--- config.mk ---
export PLATFORM = sky130hd
export DESIGN_NAME = htw_ctrl
export DESIGN_NICKNAME = d
export VERILOG_FILES = /design/src/design/htw_pkg.sv /design/src/design/htw_ctrl.sv
export SDC_FILE = /design/constraint.sdc
export NUM_CORES = 1
export LEC_CHECK = 0
export ABC_AREA = 1
export BUFFER_PORTS_ARGS = -buffer_cell sky130_fd_sc_hd__clkbuf_2
export CORE_AREA = 2 2 39 41
export DETAILED_ROUTE_END_ITERATION = 7
export DIE_AREA = 0 0 41 43
export PLACE_DENSITY = 0.39
export SYNTH_ARGS = -nofsm -noshare
export SYNTH_HDL_FRONTEND = slang
export SYNTH_SLANG_ARGS = --single-unit
--- constraint.sdc ---
create_clock -name clock -period 1.2 [get_ports clock]
set_input_delay 0.36 -clock clock [delete_from_list [all_inputs] [get_ports clock]]
set_output_delay 0.36 -clock clock [all_outputs]
set_load 0.05 [all_outputs]
--- src/design/htw_pkg.sv ---
package htw_pkg;

   // Fixed field widths of the request and response payloads.
   localparam int OPCODE_W  = 1;
   localparam int CHILD_W   = 9;
   localparam int SYM_W     = 8;
   localparam int BYTE_BITS = 8;

   // Mask of the code bit consumed next.
   localparam logic [BYTE_BITS-1:0] TOP_BIT = 8'h80;

   // Request opcodes.
   localparam logic [OPCODE_W-1:0] OP_LOAD   = 1'b0;
   localparam logic [OPCODE_W-1:0] OP_DECODE = 1'b1;

   typedef struct packed {
      logic [OPCODE_W-1:0] opcode;
      logic [CHILD_W-1:0]  node_index;
      logic [CHILD_W-1:0]  left_child;
      logic [CHILD_W-1:0]  right_child;
      logic                is_leaf;
      logic [SYM_W-1:0]    leaf_symbol;
      logic [BYTE_BITS-1:0] code_byte;
   } req_payload_type;

   typedef struct packed {
      logic [SYM_W-1:0] symbol;
      logic             last;
   } rsp_payload_type;

   // One node of the code tree as it sits in the node table.
   typedef struct packed {
      logic [CHILD_W-1:0] left;
      logic [CHILD_W-1:0] right;
      logic               leaf;
      logic [SYM_W-1:0]   sym;
   } node_entry_type;

   typedef enum logic [1:0] {
      ST_IDLE,
      ST_WALK,
      ST_FLUSH
   } state_type;

   // Commands from the controller to the datapath.
   typedef struct packed {
      logic load;
      logic start;
      logic step;
      logic flush;
   } ctrl_cmd_type;

   // Status from the datapath to the controller.
   typedef struct packed {
      logic bits_done;
      logic leaf_found;
      logic pend_valid;
      logic out_free;
   } dp_status_type;

endpackage

--- src/design/htw_ctrl.sv ---
module htw_ctrl (
   input  logic                  clock,
   input  logic                  reset,
   input  logic                  req_valid,
   input  logic [0:0]            req_opcode,
   output logic                  req_ready,
   input  htw_pkg::dp_status_type status,
   output htw_pkg::ctrl_cmd_type  cmd
);
   import htw_pkg::*;

   state_type state_ff;
   state_type state_in;

   // State register.
   always_ff @(posedge clock) begin
      if (reset) begin
         state_ff <= ST_IDLE;
      end else begin
         state_ff <= state_in;
      end
   end

   // Next state and commands.
   always_comb begin
      state_in  = state_ff;
      req_ready = 1'b0;
      cmd       = '0;
      unique case (state_ff)
         ST_IDLE: begin
            req_ready = 1'b1;
            if (req_valid) begin
               if (req_opcode == OP_LOAD) begin
                  cmd.load = 1'b1;
               end else begin
                  cmd.start = 1'b1;
                  state_in  = ST_WALK;
               end
            end
         end
         ST_WALK: begin
            // Hold the walk only when a symbol must move out and the output is full.
            if (!(status.leaf_found && status.pend_valid && !status.out_free)) begin
               cmd.step = 1'b1;
               if (status.bits_done) begin
                  state_in = ST_FLUSH;
               end
            end
         end
         ST_FLUSH: begin
            if (!status.pend_valid) begin
               state_in = ST_IDLE;
            end else if (status.out_free) begin
               cmd.flush = 1'b1;
               state_in  = ST_IDLE;
            end
         end
         default: begin
            state_in = ST_IDLE;
         end
      endcase
   end

endmodule

Word level (Yosys, flattened, before mapping)
Index checks and enable logic that the tools add are counted. Widths: inputs -> output; s select.

Reductions and logical operators: 5. Eq/ne operators: 7. Mux-type cells: 17.

Operators with widths (count): $mux 2 (8); $mux 1 (8); $ne 2x2->1 const B (4); $pmux 2 s3 (1); $reduce_and 5->1 (1); $ne 3x3->1 const B (1); $eq 2x1->1 const B (1); $eq 2x2->1 const B (1); $logic_and 1x1->1 (2); $logic_not 2->1 (1); $logic_not 1->1 (1).

Bits of input ports: 8. Word-level logic and storage cells: 30. Output and inout port bits: 5. Register bits after elaboration: 2.

Depth between registers and ports, before layout
Gate-level depths: netlist (run 1).

Word-level depth: 4. Depth in mapped cells: 6. Depth with buffers taken out: 6.

Worst setup path before layout (run 1)
OpenSTA, ideal clock, no wires.

Path type: register to output. From: register state_ff[1]. To: output cmd[0] in the netlist's numbering. Arrival: 1.952 ns. Stages on the path, launching flop included: 3. Setup slack: -1.112 ns. Buffers on the path: 0. Data required time: 0.840 ns. Cells stage by stage: dfxtp_1 > inv_2 > nor4_1.

RTL lines: from (decl) (line htw_ctrl.sv:12) `state_type state_ff;`; from (signal assigned) (line htw_ctrl.sv:20) `state_ff <= state_in;`; to (decl) (line htw_ctrl.sv:8) `output htw_pkg::ctrl_cmd_type cmd`.

==> impl_metrics.py, run 1 <==
metrics = {
    "floorplan": {
        "dieArea_um2": 1760,
        "ios": 13,
        "initial_utilization_pct": 12.5,
        "die_h_um": 43,
        "die_x_um": 41,
        "row_count": 14,
        "coreArea_um2": 1380,
    },
    "timing": {
        "period_needed_ns": 1.45,
        "period_share_pct": 121,
        "fmax_ghz": 0.688,
        "setup_slack_ns": -0.253,
        "hold_viol": 0,
        "drv_slew": 0,
        "grt_setup_unrepaired": "yes",
        "finalSetupViolations": 5,
        "fin_skew_ns": 0.0000101,
        "finalSetupTns_ns": -0.950,
        "tightest_slew_ns": 0.247,
        "max-slew-margin-rel_pct": 83.5,
    },
    "finish": {
        "utilization_pct": 36.9,
        "drive_gt1_share_pct": 75.0,
        "largest_register_ffs": 2,
        "fillCellCount": 151,
        "regMostFlops": "state_ff",
        "instances_no_fill": 72,
        "areaGrowthSynthToFinish_pct": 196,
        "layout.nets": 66,
        "regArea_um2": 47.5,
        "n_antenna_cell": 0,
        "top_regs": "state_ff x2",
        "multi_input_area_um2": 181,
    },
    "logic_synthesis": {
        "yosys-top-cells-area": "dfxtp_1 23%, nor2_1 13%, inv_1 11%",
        "synth_common_cells": "6 x nor2_1, 5 x inv_1, 5 x nand2_1",
        "synth_area_um2": 173,
        "yosysSeqAreaShare_pct": 23.2,
        "synth_top_area_share_pct": 23.2,
        "yosys.area.top_type": "dfxtp_1",
        "ys_ff_latch": 2,
        "ys_async_sr_fraction_pct": 0,
        "ys.flop_type": "dfxtp_1",
        "syn-instance-count": 30,
        "syn_area_per_cell_um2": 5.76,
        "synth-edff-count": 0,
        "yosysUniqueCellTypes": 14,
        "yosysMostFrequentCell": "nor2_1",
        "synth_warnings": 0,
        "syn-num-nets": 38,
    },
    "grt": {
        "grt_use_met3_pct": 4.71,
        "grt_max_degree": 6,
        "grt.overflow.total": 0,
        "busiest_layer": "met2",
        "grtUsageMet1_pct": 7.35,
        "track_usage_pct": 8.02,
        "use_met2_pct": 13.1,
        "first_global_vias": 279,
        "antenna_found_initial": 0,
        "grt_pass1_wl_um": 931,
    },
    "cts": {
        "cts.path.max_buffers": 2,
        "clock_latency_ns": 0.22,
        "clkSinkCount": 2,
        "numCtsBuffers": 3,
        "cts_max_level": 1,
        "clkTransAtPathRegs_ns": 0.03,
        "tritoncts": "yes",
        "cts_root_buffer": "clkbuf_4",
        "hold_buffers": 0,
    },
    "power_and_ir_drop": {
        "ir_drop_v": 0.000460,
        "power_leakage_nw": 0.246,
        "power_frac_comb_pct": 49.5,
        "p_sw_share_pct": 34.6,
        "internal-power_mw": 0.293,
        "switchingPower_mw": 0.155,
        "p_clk_share_pct": 32.2,
        "power_frac_seq_pct": 18.3,
        "power_density_nw_per_um2": 877,
    },
    "worst_setup_path": {
        "r2r_start": "state_ff[0]$_SDFFE_PP0P_",
        "critPathCaptureType": "output port",
        "start_kind": "flip-flop",
        "crit_required_ns": 0.84,
        "worst-setup-path-type": "reg -> out",
        "arrival_ns": 1.09,
        "cp-startpoint": "state_ff[0]$_SDFFE_PP0P_",
        "crit_fanout": 5,
    },
    "route": {
        "drtPass1Iterations": 1,
        "drt-wirelength-per-cell_um": 7.40,
        "drc_errors": 0,
        "wl_um": 533,
        "drt-initial-drc-count": 0,
        "viasPerCell": 3.86,
        "ant_nets": 0,
        "route.vias.total": 278,
    },
    "status": {
        "outcome": "complete, but fails checks",
        "violations": "negative setup slack",
    },
    "placement": {
        "dp_cells": 66,
        "post-dp-hpwl_um": 452,
        "place_congestion": 0.672,
        "place_ws_ns": -0.243,
        "io_buffers": 12,
    },
    "worst_hold_path": {
        "hp-start": "reset",
        "min_path_type": "in -> reg",
    },
    "run": {
        "maxCapViolCount": 0,
    },
}
-- worst max-delay path: stages, from the launching register on --
cell      delay [ns]
dfxtp_4         0.37
nor4_4          0.28
clkbuf_8        0.22
-- cell usage in the layout, fill, tap and decap left out --
cell / n
nor4_4: 1
nand2_2: 4
nand2_1: 2
clkbuf_16: 1
o21ai_1: 1
dfxtp_4: 2
nand2_8: 1
nor2_4: 3
nand3_2: 1
clkbuf_8: 1
nor3_4: 1
nand3_1: 2
buf_4: 9
inv_4: 1
buf_12: 1
clkbuf_4: 3
buf_6: 2
nor2_1: 4
buf_8: 2
inv_1: 5
clkbuf_2: 7
a21oi_2: 2
-- stage by stage --
step,hold WS [ns],instance area [um2],power [mW]
finish,0.387,510,0.448
global route,0.382,510,0.486
CTS,0.382,504,0.456
detailed placement,0.616,395,0.259
global placement,0.618,395,0.260
floorplan,0.518,240,0.187
-- cells by family after synthesis --
kind of cell	count (synthesis)	share of synthesized area (%)
simple gates	19	52.9
compound gates	3	10.9
buf+inv	6	13.0
flops	2	23.2
-- power groups by stage --
stage / logic [mW] / clock network, mW / registers (mW)
after floorplan: 0.104 / 0 / 0.0833
final: 0.222 / 0.144 / 0.0818
after global routing: 0.238 / 0.165 / 0.0828
after global placement: 0.176 / 0 / 0.0843
after detailed placement: 0.175 / 0 / 0.0839
after CTS: 0.219 / 0.155 / 0.0822
-- layout make-up --
type	instances	area share, %
inverters	6	4.90
clock buffers	3	4.41
multi-input cells	22	35.5
repair buffers	23	41.9
flip-flops and latches	2	9.31
well taps	16	3.92
-- layer usage --
metal / part of all wire, % / vias to the layer above / routed length [um]
li1: - / 146 / -
met1: 38 / 126 / 202
met2: 59 / 6 / 312
met3: 3.4 / 0 / 18
met4: 0 / 0 / 0
met5: 0 / - / 0
-- path summary, 6_finish.rpt --
path / endpoint / cells after the start / slack (ns)
setup / recovery: cmd[0] / 2 / -0.25
hold / removal: state_ff[1]$_SDFFE_PP0P_ / 4 / 0.39
setup reg to reg: state_ff[0]$_SDFFE_PP0P_ / 7 / 0.08
hold reg to reg: state_ff[1]$_SDFFE_PP0P_ / 3 / 0.62
-- what timing repair did --
item                       4_1_cts  5_1_grt
pin swaps                        2        0
setup endpoints to repair        5        6
resized for setup               15        3
setup buffers                    3        0
Power figures use the tool's default switching activity.
==> run 2, diff against run 1 <==
--- a/config.mk
+++ b/config.mk
@@ -10,7 +10,8 @@
 export CORE_AREA = 2 2 39 41
 export DETAILED_ROUTE_END_ITERATION = 7
 export DIE_AREA = 0 0 41 43
-export PLACE_DENSITY = 0.39
+export MAX_ROUTING_LAYER = met4
+export PLACE_DENSITY = 0.4
 export SYNTH_ARGS = -nofsm -noshare
 export SYNTH_HDL_FRONTEND = slang
 export SYNTH_SLANG_ARGS = --single-unit
==> constraint.sdc (replaced) <==
create_clock -name clock -period 1.25 [get_ports clock]
set_input_delay 0.375 -clock clock [delete_from_list [all_inputs] [get_ports clock]]
set_output_delay 0.375 -clock clock [all_outputs]
set_load 0.05 [all_outputs]
==> run 2 against run 1 <==
Compared with the run above:
- the run still ends with negative setup slack left
- clock skew up 0.0043 ns
- sequential share of layout area shrank 0.15 points
- sequential cell count did not move
- critical path type unchanged
- largest cell class unchanged
==> impl_metrics.py, run 2 (synthesis gave the netlist of run 1 again) <==
metrics = {
    "route": {
        "viasPerCell": 3.82,
        "wl_um": 546,
        "drtPass1Iterations": 1,
        "ant_nets": 0,
        "route.vias.total": 275,
        "drt-wirelength-per-cell_um": 7.58,
        "drc_errors": 0,
        "drt-initial-drc-count": 0,
    },
    "worst_setup_path": {
        "worstPathCellList": "nor4_4 -> clkbuf_8",
        "crit_slowest_cell": "dfxtp_4",
        "worst-setup-path-type": "reg -> out",
        "cp_num_buf_inv": 1,
        "crit_fanout": 5,
        "cp_slowest_stage_delay_ns": 0.36,
        "start_kind": "flip-flop",
        "crit_required_ns": 0.88,
        "arrival_ns": 1.08,
        "critPathCaptureType": "output port",
        "critPathTopFamily": "flip-flops",
    },
    "power_and_ir_drop": {
        "power_frac_seq_pct": 18.3,
        "p_clk_share_pct": 33.2,
        "power_leakage_nw": 0.238,
        "power_density_nw_per_um2": 865,
        "p_total_mw": 0.425,
        "power_frac_comb_pct": 48.5,
        "internal-power_mw": 0.276,
        "ir_drop_v": 0.000376,
        "switchingPower_mw": 0.150,
        "p_sw_share_pct": 35.2,
    },
    "finish": {
        "top_regs": "state_ff x2",
        "final_cell_area_um2": 492,
        "drive_gt1_share_pct": 73.2,
        "final_common_cell": "buf_4",
        "largest_register_ffs": 2,
        "areaGrowthSynthToFinish_pct": 185,
        "fillCellCount": 161,
        "regMostFlops": "state_ff",
        "final_cell_mix": "9 x buf_4, 7 x clkbuf_2, 5 x inv_1",
        "n_antenna_cell": 0,
        "layout.nets": 66,
    },
    "timing": {
        "setup_slack_ns": -0.210,
        "hold_viol": 0,
        "fin_hold_ws_ns": 0.401,
        "period_needed_ns": 1.46,
        "period_share_pct": 117,
        "fmax_ghz": 0.685,
        "tightest_slew_ns": 0.253,
        "max-slew-margin-rel_pct": 83.1,
        "grt_setup_unrepaired": "yes",
        "finalSetupViolations": 5,
        "drv_slew": 0,
        "fin_skew_ns": 0.00427,
    },
    "cts": {
        "cts_root_buffer": "clkbuf_4",
        "clock_latency_ns": 0.22,
        "clkTransAtPathRegs_ns": 0.03,
        "cts_max_level": 1,
        "numCtsBuffers": 3,
        "cts.path.max_buffers": 2,
        "clkSinkCount": 2,
        "tritoncts": "yes",
        "hold_buffers": 0,
    },
    "grt": {
        "grt_pass1_wl_um": 952,
        "grt.overflow.total": 0,
        "grt_max_degree": 6,
        "antenna_found_initial": 0,
        "first_global_vias": 268,
        "track_usage_pct": 8.54,
    },
    "floorplan": {
        "coreArea_um2": 1380,
        "die_h_um": 43,
        "row_count": 14,
        "initial_utilization_pct": 12.5,
        "dieArea_um2": 1760,
        "ios": 13,
        "die_x_um": 41,
    },
    "placement": {
        "io_buffers": 12,
        "post-dp-hpwl_um": 474,
        "placedInstanceArea_um2": 410,
        "place_congestion": 0.712,
    },
    "worst_hold_path": {
        "min_path_type": "in -> reg",
    },
    "status": {
        "violations": "negative setup slack",
        "outcome": "complete, but fails checks",
    },
    "run": {
        "maxCapViolCount": 0,
    },
}
[run 2: cell count changes in the layout (fill, tap and decap cells not counted), sizes merged]
| cell | delta |
|---|---|
| buf | +1 |
| clkbuf | -1 |
[run 2: path summary, 6_finish.rpt]
| check | endpoint | depth (start not counted) | startpoint | slack, ns |
|---|---|---|---|---|
| max | cmd[0] | 2 | state_ff[0]$_SDFFE_PP0P_ | -0.21 |
| min | state_ff[1]$_SDFFE_PP0P_ | 4 | reset | 0.40 |
| max reg2reg | state_ff[1]$_SDFFE_PP0P_ | 6 | state_ff[0]$_SDFFE_PP0P_ | 0.24 |
| min reg2reg | state_ff[1]$_SDFFE_PP0P_ | 3 | state_ff[1]$_SDFFE_PP0P_ | 0.63 |
[run 2: what timing repair did]
action | 4_1_cts | 5_1_grt
gates resized for setup | 9 | 6
endpoints found under the setup margin | 5 | 5
setup buffers | 0 | 1
pin swaps | 1 | 0
[run 2: area by class of cell]
type                            count  area (um2)  area share (%)
Timing Repair Buffer               23         204            41.5
Sequential cell                     2        45.0            9.16
Clock buffer                        3        22.5            4.58
Tap cell                           16        20.0            4.07
Multi-Input combinational cell     22         178            36.1
Inverter                            6        22.5            4.58
[run 2: routing by layer]
metal	global-route usage, %	up-vias	wire, um
met5	-	-	0
met4	6.00	0	0
met3	4.71	0	40
met2	11.3	8	275
met1	9.32	121	230
li1	-	146	-
[run 2: through the flow]
step | utilization, % | setup slack [ns] | setup TNS, ns | instances
2_1_floorplan | - | -0.198 | -0.402 | 30
3_3_place_gp | 29.7 | -0.208 | -0.562 | 68
3_5_place_dp | 29.7 | -0.215 | -0.574 | 68
4_1_cts | 34.1 | -0.220 | -0.880 | 71
5_1_grt | 35.5 | -0.251 | -0.994 | 72
6_report | 35.5 | -0.210 | -0.716 | 72
[run 2: power groups by stage]
| stage | registers [mW] | logic [mW] | clock network, mW |
|---|---|---|---|
| after detailed placement | 0.0789 | 0.176 | 0 |
| after CTS | 0.0785 | 0.193 | 0.152 |
| after global placement | 0.0791 | 0.176 | 0 |
| after global routing | 0.0787 | 0.221 | 0.162 |
| after floorplan | 0.0800 | 0.101 | 0 |
| final | 0.0778 | 0.206 | 0.141 |
[run 2: worst min-delay path: stages]
cell and delay [ns]:
clkbuf_2 0.08, inv_1 0.04, nand2_2 0.06, a21oi_2 0.03
